<file path="src/rtl/uer_pkg.sv">
`default_nettype none

package uer_pkg;

	// Field and register widths
	localparam int unsigned GapW      = 24;
	localparam int unsigned PulseW    = 8;
	localparam int unsigned EchoW     = 20;
	localparam int unsigned SpeedW    = 16;
	localparam int unsigned RangeW    = 16;
	localparam int unsigned CfgIndexW = 2;
	localparam int unsigned CfgDataW  = 24;

	// Distance = echo time * speed >> RangeShift
	localparam int unsigned RangeShift = 17;
	localparam int unsigned ProdW      = EchoW + SpeedW;

	localparam logic [RangeW-1:0] TimeoutRange = RangeW'(3000);

	// Register indexes on the configuration port
	typedef enum logic [CfgIndexW-1:0] {
		CFG_MEASURE_GAP   = 2'd0,
		CFG_TRIGGER_PULSE = 2'd1,
		CFG_ECHO_TIMEOUT  = 2'd2,
		CFG_SPEED_FACTOR  = 2'd3
	} cfg_index_t;

	// Configuration register set
	typedef struct packed {
		logic [GapW-1:0]   measure_gap_us;
		logic [PulseW-1:0] trigger_pulse_us;
		logic [EchoW-1:0]  echo_timeout_us;
		logic [SpeedW-1:0] speed_factor_q16;
	} cfg_t;

	// One input item (one microsecond tick)
	typedef struct packed {
		logic echo_level;
		logic enable_level;
		logic read_ack;
	} item_t;

	// One result item
	typedef struct packed {
		logic              trigger_level;
		logic [RangeW-1:0] distance;
		logic              new_distance;
		logic              timed_out;
		logic              measuring;
		logic              ranging_active;
	} result_t;

endpackage

`default_nettype wire

</file>
<file path="src/rtl/uer_cfg_regs.sv">
`default_nettype none

module uer_cfg_regs
	import uer_pkg::*;
(
	input  wire logic                 clk,
	input  wire logic                 arst_n,
	input  wire logic                 wr_en,
	input  wire logic [CfgIndexW-1:0] wr_index,
	input  wire logic [CfgDataW-1:0]  wr_data,
	output cfg_t                      cfg
);

	cfg_t cfg_q;

	// Register file, reset to the power-on ranging defaults
	always_ff @(posedge clk or negedge arst_n) begin
		if (!arst_n) begin
			cfg_q.measure_gap_us   <= GapW'(60000);
			cfg_q.trigger_pulse_us <= PulseW'(10);
			cfg_q.echo_timeout_us  <= EchoW'(30000);
			cfg_q.speed_factor_q16 <= SpeedW'(22479);
		end else if (wr_en) begin
			unique case (cfg_index_t'(wr_index))
				CFG_MEASURE_GAP:   cfg_q.measure_gap_us   <= wr_data[GapW-1:0];
				CFG_TRIGGER_PULSE: cfg_q.trigger_pulse_us <= wr_data[PulseW-1:0];
				CFG_ECHO_TIMEOUT:  cfg_q.echo_timeout_us  <= wr_data[EchoW-1:0];
				CFG_SPEED_FACTOR:  cfg_q.speed_factor_q16 <= wr_data[SpeedW-1:0];
				default: ;
			endcase
		end
	end

	assign cfg = cfg_q;

endmodule

`default_nettype wire

</file>
<file path="src/rtl/uer_engine.sv">
`default_nettype none

module uer_engine
	import uer_pkg::*;
(
	input  wire logic    clk,
	input  wire logic    arst_n,
	input  wire logic    step_en,
	input  wire cfg_t    cfg,
	input  wire item_t   item,
	output result_t      result
);

	// Ranging state
	logic              active_q, prev_enable_q, trigger_high_q, listening_q, awaiting_fall_q;
	logic              fresh_q, timeout_q;
	logic [GapW-1:0]   gap_timer_q;
	logic [PulseW-1:0] pulse_timer_q;
	logic [EchoW-1:0]  echo_timer_q;
	logic [RangeW-1:0] range_q;

	logic              active_d, trigger_high_d, listening_d, awaiting_fall_d;
	logic              fresh_d, timeout_d;
	logic [GapW-1:0]   gap_inc, gap_timer_d;
	logic [PulseW-1:0] pulse_inc, pulse_timer_d;
	logic [EchoW-1:0]  echo_inc, echo_timer_d;
	logic [RangeW-1:0] range_d;
	logic [ProdW-1:0]  product;
	logic [ProdW-RangeShift-1:0] scaled;
	logic [RangeW-1:0] range_calc;

	// Saturating microsecond timers
	assign gap_inc   = (&gap_timer_q)   ? gap_timer_q   : gap_timer_q + GapW'(1);
	assign pulse_inc = (&pulse_timer_q) ? pulse_timer_q : pulse_timer_q + PulseW'(1);
	assign echo_inc  = (&echo_timer_q)  ? echo_timer_q  : echo_timer_q + EchoW'(1);

	// Distance from the echo width, saturated to the field range
	assign product    = ProdW'(echo_inc) * ProdW'(cfg.speed_factor_q16);
	assign scaled     = product[ProdW-1:RangeShift];
	assign range_calc = (|scaled[ProdW-RangeShift-1:RangeW]) ? {RangeW{1'b1}}
		: scaled[RangeW-1:0];

	// Next state for one tick
	always_comb begin
		gap_timer_d     = gap_inc;
		pulse_timer_d   = pulse_inc;
		echo_timer_d    = echo_inc;
		active_d        = active_q;
		trigger_high_d  = trigger_high_q;
		listening_d     = listening_q;
		awaiting_fall_d = awaiting_fall_q;
		fresh_d         = fresh_q;
		timeout_d       = timeout_q;
		range_d         = range_q;

		// enable edges
		if (item.enable_level && !prev_enable_q) begin
			active_d = 1'b1;
		end else if (!item.enable_level && prev_enable_q) begin
			active_d        = 1'b0;
			listening_d     = 1'b0;
			awaiting_fall_d = 1'b0;
			fresh_d         = 1'b0;
			timeout_d       = 1'b0;
		end

		if (item.read_ack) begin
			fresh_d = 1'b0;
		end

		if (listening_d) begin
			// echo timing
			if (item.echo_level) begin
				if (!awaiting_fall_d) begin
					echo_timer_d    = '0;
					awaiting_fall_d = 1'b1;
				end
			end else if (awaiting_fall_d) begin
				range_d         = range_calc;
				fresh_d         = 1'b1;
				listening_d     = 1'b0;
				awaiting_fall_d = 1'b0;
				timeout_d       = 1'b0;
			end else if (echo_inc > cfg.echo_timeout_us) begin
				listening_d     = 1'b0;
				awaiting_fall_d = 1'b0;
				range_d         = TimeoutRange;
				active_d        = 1'b1;
				fresh_d         = 1'b0;
				timeout_d       = 1'b1;
			end
		end else if (active_d && (gap_inc > cfg.measure_gap_us)) begin
			// trigger pulse
			if (trigger_high_q) begin
				if (pulse_inc > cfg.trigger_pulse_us) begin
					trigger_high_d = 1'b0;
					gap_timer_d    = '0;
					echo_timer_d   = '0;
					listening_d    = 1'b1;
				end
			end else begin
				trigger_high_d = 1'b1;
				pulse_timer_d  = '0;
			end
		end
	end

	always_ff @(posedge clk or negedge arst_n) begin
		if (!arst_n) begin
			active_q        <= 1'b0;
			prev_enable_q   <= 1'b0;
			trigger_high_q  <= 1'b0;
			listening_q     <= 1'b0;
			awaiting_fall_q <= 1'b0;
			fresh_q         <= 1'b0;
			timeout_q       <= 1'b0;
			gap_timer_q     <= '0;
			pulse_timer_q   <= '0;
			echo_timer_q    <= '0;
			range_q         <= '0;
		end else if (step_en) begin
			active_q        <= active_d;
			prev_enable_q   <= item.enable_level;
			trigger_high_q  <= trigger_high_d;
			listening_q     <= listening_d;
			awaiting_fall_q <= awaiting_fall_d;
			fresh_q         <= fresh_d;
			timeout_q       <= timeout_d;
			gap_timer_q     <= gap_timer_d;
			pulse_timer_q   <= pulse_timer_d;
			echo_timer_q    <= echo_timer_d;
			range_q         <= range_d;
		end
	end

	// Result reflects the state after this tick
	always_comb begin
		result.trigger_level  = trigger_high_d;
		result.distance       = range_d;
		result.new_distance   = fresh_d;
		result.timed_out      = timeout_d;
		result.measuring      = listening_d;
		result.ranging_active = active_d;
	end

endmodule

`default_nettype wire

</file>
<file path="src/rtl/ultrasonic_echo_ranger_top.sv">
`default_nettype none

// Ultrasonic time-of-flight ranger. Each input item is one microsecond tick
// carrying the sampled echo pin, the enable level and a read acknowledge;
// each tick yields exactly one result item with the trigger pin level, the
// last distance (echo width times speed_factor_q16 >> 17, saturating at
// 65535, or 3000 after a timeout) and the status flags. The block takes one
// item per clock cycle while in_stall is low; a result is offered once its item
// has passed the input register and then the result register, which sit around
// the combinational state update with its 20x16 multiplier. A stalled result holds
// the item behind it, so the input stalls only while both registers are full.
// Configuration is written through the cfg port at any time, always ready,
// but should only change while no tick is in flight.
module ultrasonic_echo_ranger_top
	import uer_pkg::*;
(
	input  wire logic                 clk,
	input  wire logic                 arst_n,
	// tick input
	input  wire logic                 in_valid,
	output logic                      in_stall,
	input  wire logic                 echo_level,
	input  wire logic                 enable_level,
	input  wire logic                 read_ack,
	// result output
	output logic                      out_valid,
	input  wire logic                 out_stall,
	output logic                      trigger_level,
	output logic [RangeW-1:0]         distance,
	output logic                      new_distance,
	output logic                      timed_out,
	output logic                      measuring,
	output logic                      ranging_active,
	// configuration writes
	input  wire logic                 cfg_valid,
	output logic                      cfg_ready,
	input  wire logic [CfgIndexW-1:0] cfg_index,
	input  wire logic [CfgDataW-1:0]  cfg_data
);

	cfg_t    cfg;
	item_t   item_s1;
	logic    valid_s1;
	result_t step_res;
	result_t res_q;
	logic    out_valid_q;
	logic    advance;
	logic    accept;

	assign cfg_ready = 1'b1;

	uer_cfg_regs u_cfg (
		.clk      (clk),
		.arst_n   (arst_n),
		.wr_en    (cfg_valid && cfg_ready),
		.wr_index (cfg_index),
		.wr_data  (cfg_data),
		.cfg      (cfg)
	);

	// Item moves on when the result register is free or being emptied
	assign advance  = valid_s1 && (!out_valid_q || !out_stall);
	assign in_stall = valid_s1 && !advance;
	assign accept   = in_valid && !in_stall;

	// Input register
	always_ff @(posedge clk or negedge arst_n) begin
		if (!arst_n) begin
			valid_s1 <= 1'b0;
		end else if (accept) begin
			valid_s1 <= 1'b1;
		end else if (advance) begin
			valid_s1 <= 1'b0;
		end
	end

	always_ff @(posedge clk) begin
		if (accept) begin
			item_s1.echo_level   <= echo_level;
			item_s1.enable_level <= enable_level;
			item_s1.read_ack     <= read_ack;
		end
	end

	uer_engine u_engine (
		.clk     (clk),
		.arst_n  (arst_n),
		.step_en (advance),
		.cfg     (cfg),
		.item    (item_s1),
		.result  (step_res)
	);

	// Result register
	always_ff @(posedge clk or negedge arst_n) begin
		if (!arst_n) begin
			out_valid_q <= 1'b0;
		end else if (advance) begin
			out_valid_q <= 1'b1;
		end else if (!out_stall) begin
			out_valid_q <= 1'b0;
		end
	end

	always_ff @(posedge clk) begin
		if (advance) begin
			res_q <= step_res;
		end
	end

	assign out_valid      = out_valid_q;
	assign trigger_level  = res_q.trigger_level;
	assign distance       = res_q.distance;
	assign new_distance   = res_q.new_distance;
	assign timed_out      = res_q.timed_out;
	assign measuring      = res_q.measuring;
	assign ranging_active = res_q.ranging_active;

`ifndef SYNTHESIS
	// trigger is always low while listening
	a_trig_not_listening: assert property (@(posedge clk) disable iff (!arst_n)
		out_valid_q |-> !(res_q.trigger_level && res_q.measuring))
		else $error("trigger high while measuring");

	// a fresh distance and a timeout never coexist
	a_fresh_xor_timeout: assert property (@(posedge clk) disable iff (!arst_n)
		out_valid_q |-> !(res_q.new_distance && res_q.timed_out))
		else $error("new_distance and timed_out both set");

	// listening only happens while enabled
	a_measuring_active: assert property (@(posedge clk) disable iff (!arst_n)
		out_valid_q && res_q.measuring |-> res_q.ranging_active)
		else $error("measuring while ranging inactive");

	// input only stalls when the input register holds a waiting item
	a_stall_cause: assert property (@(posedge clk) disable iff (!arst_n)
		in_stall |-> valid_s1 && out_valid_q && out_stall)
		else $error("input stalled without a blocked item");
`endif

endmodule

`default_nettype wire
</file>
<file path="config.mk">
export PLATFORM = sky130hd
export DESIGN_NAME = ultrasonic_echo_ranger_top
export DESIGN_NICKNAME = d
export VERILOG_FILES = /design/src/rtl/uer_pkg.sv /design/src/rtl/uer_cfg_regs.sv /design/src/rtl/uer_engine.sv /design/src/rtl/ultrasonic_echo_ranger_top.sv
export SDC_FILE = /design/constraint.sdc
export NUM_CORES = 1
export LEC_CHECK = 0
export BUFFER_PORTS_ARGS = -buffer_cell sky130_fd_sc_hd__buf_2
export CAP_MARGIN = 15
export CORE_ASPECT_RATIO = 1.75
export CORE_MARGIN = 5
export CORE_UTILIZATION = 55
export CTS_CLUSTER_SIZE = 30
export DETAILED_ROUTE_END_ITERATION = 12
export PLACE_DENSITY = 0.72
export SYNTH_ARGS = -nofsm -noshare
export SYNTH_HDL_FRONTEND = slang
export SYNTH_HIERARCHICAL = 1
export SYNTH_SLANG_ARGS = --single-unit
</file>
<file path="constraint.sdc">
create_clock -name clk -period 8.8 [get_ports clk]
set_clock_uncertainty 0.15 [all_clocks]
set_input_delay 0 -clock clk [delete_from_list [all_inputs] [get_ports clk]]
set_output_delay 0 -clock clk [all_outputs]
set_load 0.005 [all_outputs]
</file>
==> flow_metrics.py, run 1 <==
metrics = {
    "setup_path": {
        "crit_path_max_fanout": 12,
        "critPathSlowestCell": "xnor2_1",
        "reg2reg_slack_ns": 0.28,
        "start_kind": "flip-flop",
        "end_kind": "flip-flop",
        "cp.arrival_ns": 8.57,
        "cpMostUsedCell": "inv_1",
        "cp_top_family": "adder cells",
        "slowest_delay_ns": 0.62,
        "rr_endpoint": "distance[5]",
        "required_ns": 8.85,
        "crit_buf_inv": 8,
        "reg2reg_depth": 30,
        "r2r_start": "u_engine/echo_timer_q[0]",
        "path_class": "flip-flop to flip-flop",
    },
    "clock_tree": {
        "cts_sinks": 169,
        "htreeDepth": 4,
        "clockBufferDepth": 2,
        "clk_pin_slew_ns": 0.08,
        "numCtsBuffers": 17,
        "cts_tree": "done",
        "cts-root-buf": "clkbuf_16",
        "insertion_delay_ns": 0.45,
    },
    "sta": {
        "tightest_slew_ns": 1.11,
        "fin_tns_setup_ns": 0,
        "period_needed_ns": 8.52,
        "worst_slack_ns": 0.282,
        "slew_viol_final": 0,
        "max_freq_ghz": 0.117,
        "hold_viol": 0,
        "timing.hold.ws_ns": 0.0974,
        "grt_setup_unrepaired": "true",
        "relSlewSlack_pct": 26.1,
        "setup_viol_count_final": 0,
        "post-route-period-util_pct": 96.8,
    },
    "yosys": {
        "netlist_instances": 2136,
        "yosysSeqAreaShare_pct": 22.2,
        "syn_nets": 2579,
        "postSynth.asyncResetShare_pct": 85.8,
        "synth_ff_type": "dfrtp_1",
        "synth-seq-cells": 169,
        "synth_edf_count": 24,
        "synth_cell_types": 74,
        "synth-warning-count": 6,
        "yosysTopAreaCellShare_pct": 25.3,
        "syn_area_sq_um": 19700,
        "yosys.area.top_type": "fa_1",
        "avgSynthCellArea_sq_um": 9.24,
        "synth_area_leaders": "fa_1, dfrtp_1, ha_1",
    },
    "grt": {
        "grt_pass1_wl_mm": 90.1,
        "antenna_found_initial": 0,
        "gr-total-overflow": 0,
        "grt_max_degree": 83,
        "grt_pass1_vias": 17100,
        "grt_usage_pct": 29.1,
    },
    "finish": {
        "nets": 2650,
        "area_delta_synth_final_pct": 10.6,
        "num_antenna_cells": 0,
        "final_cells": 2685,
        "drive_above_1_share_pct": 12.8,
        "fill_cells": 2952,
    },
    "detailed_routing": {
        "vias": 15800,
        "ant_nets": 0,
        "first_pass_iters": 7,
        "remaining_drc_errors": 0,
        "wirelength_mm": 56.7,
        "drt_iter0_markers": 871,
        "vias_per_cell": 5.87,
        "wire_per_inst_microns": 21.1,
    },
    "die": {
        "dieArea_sq_um": 39900,
        "start_util_pct": 55.7,
        "row_count": 91,
        "pin_count": 58,
        "die_h_microns": 261,
        "dieWidth_microns": 153,
        "core_area_sq_um": 35400,
    },
    "power_and_ir_drop": {
        "p_per_area_nw_per_um2": 206,
        "total_power_mw": 4.50,
        "vdd_ir_drop_max_uv": 202,
        "p_leak_nw": 10.6,
    },
    "worst_hold_path": {
        "holdCritPathClass": "primary input to flip-flop",
        "min_to": "u_cfg/cfg[61]",
        "min-delay-start": "cfg_index[1]",
        "holdPathStages": 4,
    },
    "place": {
        "gp_congestion": 0.995,
        "hpwl_mm": 43.3,
        "io_buffer_count": 56,
        "dp_slack_ns": 0.102,
        "placed_cells": 2607,
    },
    "status": {
        "status": "finished, final reports clean",
    },
    "flow_run": {
        "drv_cap": 0,
    },
}
worst register-to-register path, delay by kind of cell, from the launching register on:
kind / cells / cell delay, ns
compound gates: 3 / 0.79
flops: 1 / 0.44
simple gates: 9 / 1.44
buf+inv: 8 / 0.95
mux: 1 / 0.28
xor+xnor: 1 / 0.62
fa+ha+maj: 8 / 3.60
metal layers:
layer | global-route usage (%) | vias up | share of wire (%)
met5 | 0 | - | 0
met4 | 22.1 | 0 | 9.5
met3 | 3.29 | 273 | 4.1
met2 | 54.2 | 614 | 54
met1 | 29.2 | 7875 | 33
li1 | - | 7011 | -
cell usage after synthesis (4+ instances only):
master / number
fa_1: 249
inv_1: 367
and2_1: 146
a211oi_1: 11
a21oi_1: 68
nand2_1: 269
o21a_1: 11
xor2_1: 18
buf_2: 4
nor2_1: 71
mux2_2: 70
a22o_1: 20
buf_4: 7
a31o_2: 4
clkbuf_1: 79
and4_1: 9
o31ai_1: 9
o31a_1: 4
a21o_1: 17
a21boi_0: 4
and3_1: 25
nand3_1: 63
a31oi_1: 8
o2bb2ai_1: 6
edfxtp_1: 24
nand2b_1: 13
ha_1: 160
dfrtp_1: 118
o21ai_0: 78
o22ai_1: 5
nand4_1: 25
o21bai_1: 7
dfstp_2: 27
xnor2_1: 41
nor3_1: 19
or3_1: 4
o211ai_1: 7
o41ai_1: 4
nor2b_1: 13
kinds of logic after synthesis:
kind of cell / synth area share [%]
xor gates and xnor gates: 2.62
other: 0.0190
AOI/OAI and AO/OA: 9.33
and+or+nand+nor: 17.2
DFF: 22.2
buffers and inverters: 9.10
adders and majority gates: 35.5
muxes: 4.10
worst max-delay path by stage:
stage | from | to | cells after the start
floorplan | u_engine/echo_timer_q[0] | distance[5] | 30
global placement | u_engine/echo_timer_q[0] | distance[13] | 29
detailed placement | u_engine/echo_timer_q[0] | distance[12] | 31
CTS | u_engine/echo_timer_q[0] | distance[3] | 29
global route | u_engine/echo_timer_q[0] | distance[5] | 31
finish | u_engine/echo_timer_q[0] | distance[5] | 30
flip-flops by register name (all words and copies together) (netlist names), 3 cells and up:
register / count
distance: 16
item_s1: 3
u_cfg/cfg: 68
u_engine/echo_timer_q: 20
u_engine/gap_timer_q: 24
u_engine/pulse_timer_q: 8
u_engine/range_q: 16
power breakdown:
| group | switching, mW | total (mW) | internal (mW) | leakage, nW |
|---|---|---|---|---|
| Clock | 0.357 | 0.796 | 0.439 | 0.301 |
| Sequential | 0.206 | 1.18 | 0.971 | 2.00 |
| Combinational | 1.52 | 2.53 | 1.01 | 8.31 |
| Total | 2.08 | 4.50 | 2.42 | 10.6 |
placed cells by master, fill, tap and decap left out, types with 10 or more instances in the layout:
| master | synthesis | routed |
|---|---|---|
| inv_1 | 367 | 367 |
| a21o_1 | 17 | 17 |
| nand2b_1 | 13 | 13 |
| nand3_1 | 63 | 62 |
| buf_2 | 4 | 55 |
| buf_4 | 7 | 46 |
| nand2_1 | 269 | 269 |
| xor2_1 | 18 | 17 |
| o21ai_0 | 78 | 71 |
| a22o_1 | 20 | 20 |
| nor3_1 | 19 | 16 |
| nor2_1 | 71 | 63 |
| o21a_1 | 11 | 11 |
| a21oi_1 | 68 | 65 |
| nand4_1 | 25 | 25 |
| and3_1 | 25 | 24 |
| nor2b_1 | 13 | 13 |
| ha_1 | 160 | 158 |
| a211oi_1 | 11 | 10 |
| clkbuf_16 | 0 | 17 |
| and2_1 | 146 | 146 |
| xnor2_1 | 41 | 40 |
| fa_1 | 249 | 249 |
| dfrtp_1 | 118 | 117 |
| dlygate4sd3_1 | 0 | 38 |
| mux2_2 | 70 | 70 |
| dfstp_2 | 27 | 27 |
| edfxtp_1 | 24 | 24 |
timing repair:
action,in CTS,in global routing
hold endpoints to repair,139,0
buffers inserted,0,2
hold buffers,39,0
resized for setup,0,38
setup endpoints to repair,0,32
cell type report:
class | count | area [sq um] | share of cell area (%)
clock buffer | 18 | 439 | 2.01
clock inverter | 14 | 179 | 0.819
inverter | 367 | 1380 | 6.31
multi-input combinational | 1504 | 13700 | 62.8
sequential | 169 | 4380 | 20.1
tap | 465 | 582 | 2.66
timing repair buffer | 148 | 1160 | 5.29
stage by stage:
step / utilization (%) / cell area, sq um
finish: 61.7 / 21800
detailed placement: 58.1 / 20600
global route: 61.7 / 21800
CTS: 61.0 / 21600
global placement: 58.1 / 20600
floorplan: - / 19700
No activity file was read; power rests on OpenSTA's default activity.
==> inputs of run 2 (changes only) <==
- clock period: 8.8 -> 6.8 ns (I/O delays scaled with it)
==> run 2 against run 1 <==
The run now ends with setup timing left; count of clock-buffer cells in the layout is the same; fmax increased by 6.5%; core utilization increased by 7.6 points; global-route usage increased by 1.9 points; largest cell class unchanged; largest power group unchanged; highest routed layer unchanged.
==> flow_metrics.py, run 2 (same netlist as run 1, synthesis figures left out) <==
metrics = {
    "sta": {
        "timing.hold.ws_ns": 0.0137,
        "period_needed_ns": 8.00,
        "slew_viol_final": 0,
        "max_freq_ghz": 0.125,
        "post-route-period-util_pct": 118,
        "grt_setup_unrepaired": "true",
        "worst_slack_ns": -1.20,
        "tightest_slew_ns": 1.19,
        "hold_viol": 0,
        "setup_viol_count_final": 32,
        "relSlewSlack_pct": 20.5,
    },
    "flow_run": {
        "drv_cap": 0,
    },
    "die": {
        "dieWidth_microns": 153,
        "dieArea_sq_um": 39900,
        "start_util_pct": 55.7,
        "row_count": 91,
        "pin_count": 58,
        "core_area_sq_um": 35400,
        "die_h_microns": 261,
    },
    "power_and_ir_drop": {
        "p_per_area_nw_per_um2": 276,
        "combPwrFrac_pct": 64.4,
        "sw_frac_of_total_pct": 45.2,
        "pwr-share-clk_pct": 14.3,
        "total_power_mw": 6.77,
        "vdd_ir_drop_max_uv": 274,
        "p_switching_mw": 3.06,
        "p_leak_nw": 12.0,
        "seqPwrFrac_pct": 21.3,
        "power.internal_mw": 3.71,
    },
    "grt": {
        "grt_max_degree": 83,
        "grt_pass1_wl_mm": 96.7,
        "gr-total-overflow": 0,
        "antenna_found_initial": 0,
        "grt_usage_pct": 31.0,
        "grt_pass1_vias": 18600,
    },
    "clock_tree": {
        "cts-root-buf": "clkbuf_16",
        "cts_sinks": 169,
        "clockBufferDepth": 2,
        "cts_tree": "done",
        "numCtsBuffers": 17,
        "clk_pin_slew_ns": 0.07,
        "htreeDepth": 4,
        "insertion_delay_ns": 0.44,
    },
    "place": {
        "gp_congestion": 0.965,
        "dp_slack_ns": -1.31,
        "hpwl_mm": 47.5,
        "detailed_place.area_sq_um": 22800,
        "io_buffer_count": 56,
    },
    "setup_path": {
        "crit_buf_inv": 11,
        "rr_endpoint": "distance[11]",
        "end_kind": "flip-flop",
        "path_class": "flip-flop to flip-flop",
        "required_ns": 6.95,
        "crit_path_max_fanout": 7,
        "start_kind": "flip-flop",
        "slowest_delay_ns": 0.56,
        "r2r_start": "u_engine/echo_timer_q[0]",
        "reg2reg_slack_ns": -1.20,
        "reg2reg_depth": 35,
        "cp_top_family": "adder cells",
        "critPathSlowestCell": "fa_1",
        "cp.arrival_ns": 8.15,
    },
    "finish": {
        "drive_above_1_share_pct": 26.4,
        "final_common_cell": "inv_1",
        "post-route-cell-area_sq_um": 24500,
        "final_cell_mix": "inv_1, buf_4, nand2_1, fa_1, ha_1",
        "fin_util_pct": 69.2,
        "largest_reg_flops": 68,
        "area_delta_synth_final_pct": 24.2,
        "nets": 2900,
    },
    "worst_hold_path": {
        "holdCritPathClass": "primary input to asynchronous set/reset pin",
    },
    "detailed_routing": {
        "first_pass_iters": 5,
        "wire_per_inst_microns": 20.7,
        "drt_iter0_markers": 938,
        "vias": 16800,
        "ant_nets": 0,
        "vias_per_cell": 5.73,
        "remaining_drc_errors": 0,
        "wirelength_mm": 60.7,
    },
    "status": {
        "status": "complete, but fails checks",
        "violations": "setup timing",
    },
}
-- run 2: cell types whose count changed in the layout (fill, tap and decap cells not counted), moves of 12 or more --
cell and delta:
buf_4 +231, a21oi_1 -16, o21ai_0 -16, fa_1 -15, fa_2 +15, a21oi_2 +14, ha_4 +12, inv_1 -12
inv_2 +12
-- run 2: worst max-delay path by stage --
stage          slack [ns]                startpoint            to  cells past startpoint
3_5_place_dp        -1.31  u_engine/echo_timer_q[1]  distance[11]                     31
2_1_floorplan       -0.80  u_engine/echo_timer_q[9]   distance[5]                     30
5_1_grt             -1.47  u_engine/echo_timer_q[0]  distance[10]                     35
6_report            -1.20  u_engine/echo_timer_q[0]  distance[11]                     35
3_3_place_gp        -1.19  u_engine/echo_timer_q[1]  distance[12]                     31
4_1_cts             -1.11  u_engine/echo_timer_q[1]   distance[7]                     33
-- run 2: final cells by class --
type	count	area, sq um
antenna	2	5.00
clock buffer	18	429
clock inverter	14	144
fill	2752	10900
inverter	367	1380
multi-input combinational	1506	14400
sequential	169	4380
tap	465	582
timing repair buffer	396	3150
-- run 2: metrics by stage --
stage | cells | TNS [ns]
after floorplan | 2136 | -22.83
after global placement | 2837 | -35.70
after detailed placement | 2837 | -39.46
after CTS | 2923 | -32.63
after global routing | 2935 | -44.72
final | 2937 | -35.77
-- run 2: power groups by stage --
stage | registers [mW] | logic, mW | clock network (mW)
detailed placement | 1.45 | 4.07 | 0
global placement | 1.44 | 3.95 | 0
floorplan | 1.37 | 2.57 | 0
CTS | 1.44 | 4.24 | 0.984
global route | 1.47 | 4.85 | 1.02
finish | 1.44 | 4.36 | 0.966
-- run 2: timing repair --
item / in CTS / in global routing
gates resized for setup: 61 / 71
gates cloned: 2 / 2
setup endpoints to repair: 32 / 32
hold endpoints to repair: 157 / 0
hold buffers: 37 / 0
pin swaps: 56 / 65
setup buffers: 16 / 12
-- run 2: metal layers --
| layer | part of all wire, % | global-route usage, % | vias to the layer above |
|---|---|---|---|
| li1 | - | - | 7525 |
| met1 | 32 | 30.3 | 8428 |
| met2 | 54 | 58.1 | 585 |
| met3 | 3.7 | 3.20 | 293 |
| met4 | 11 | 25.4 | 0 |
| met5 | 0 | 0 | - |
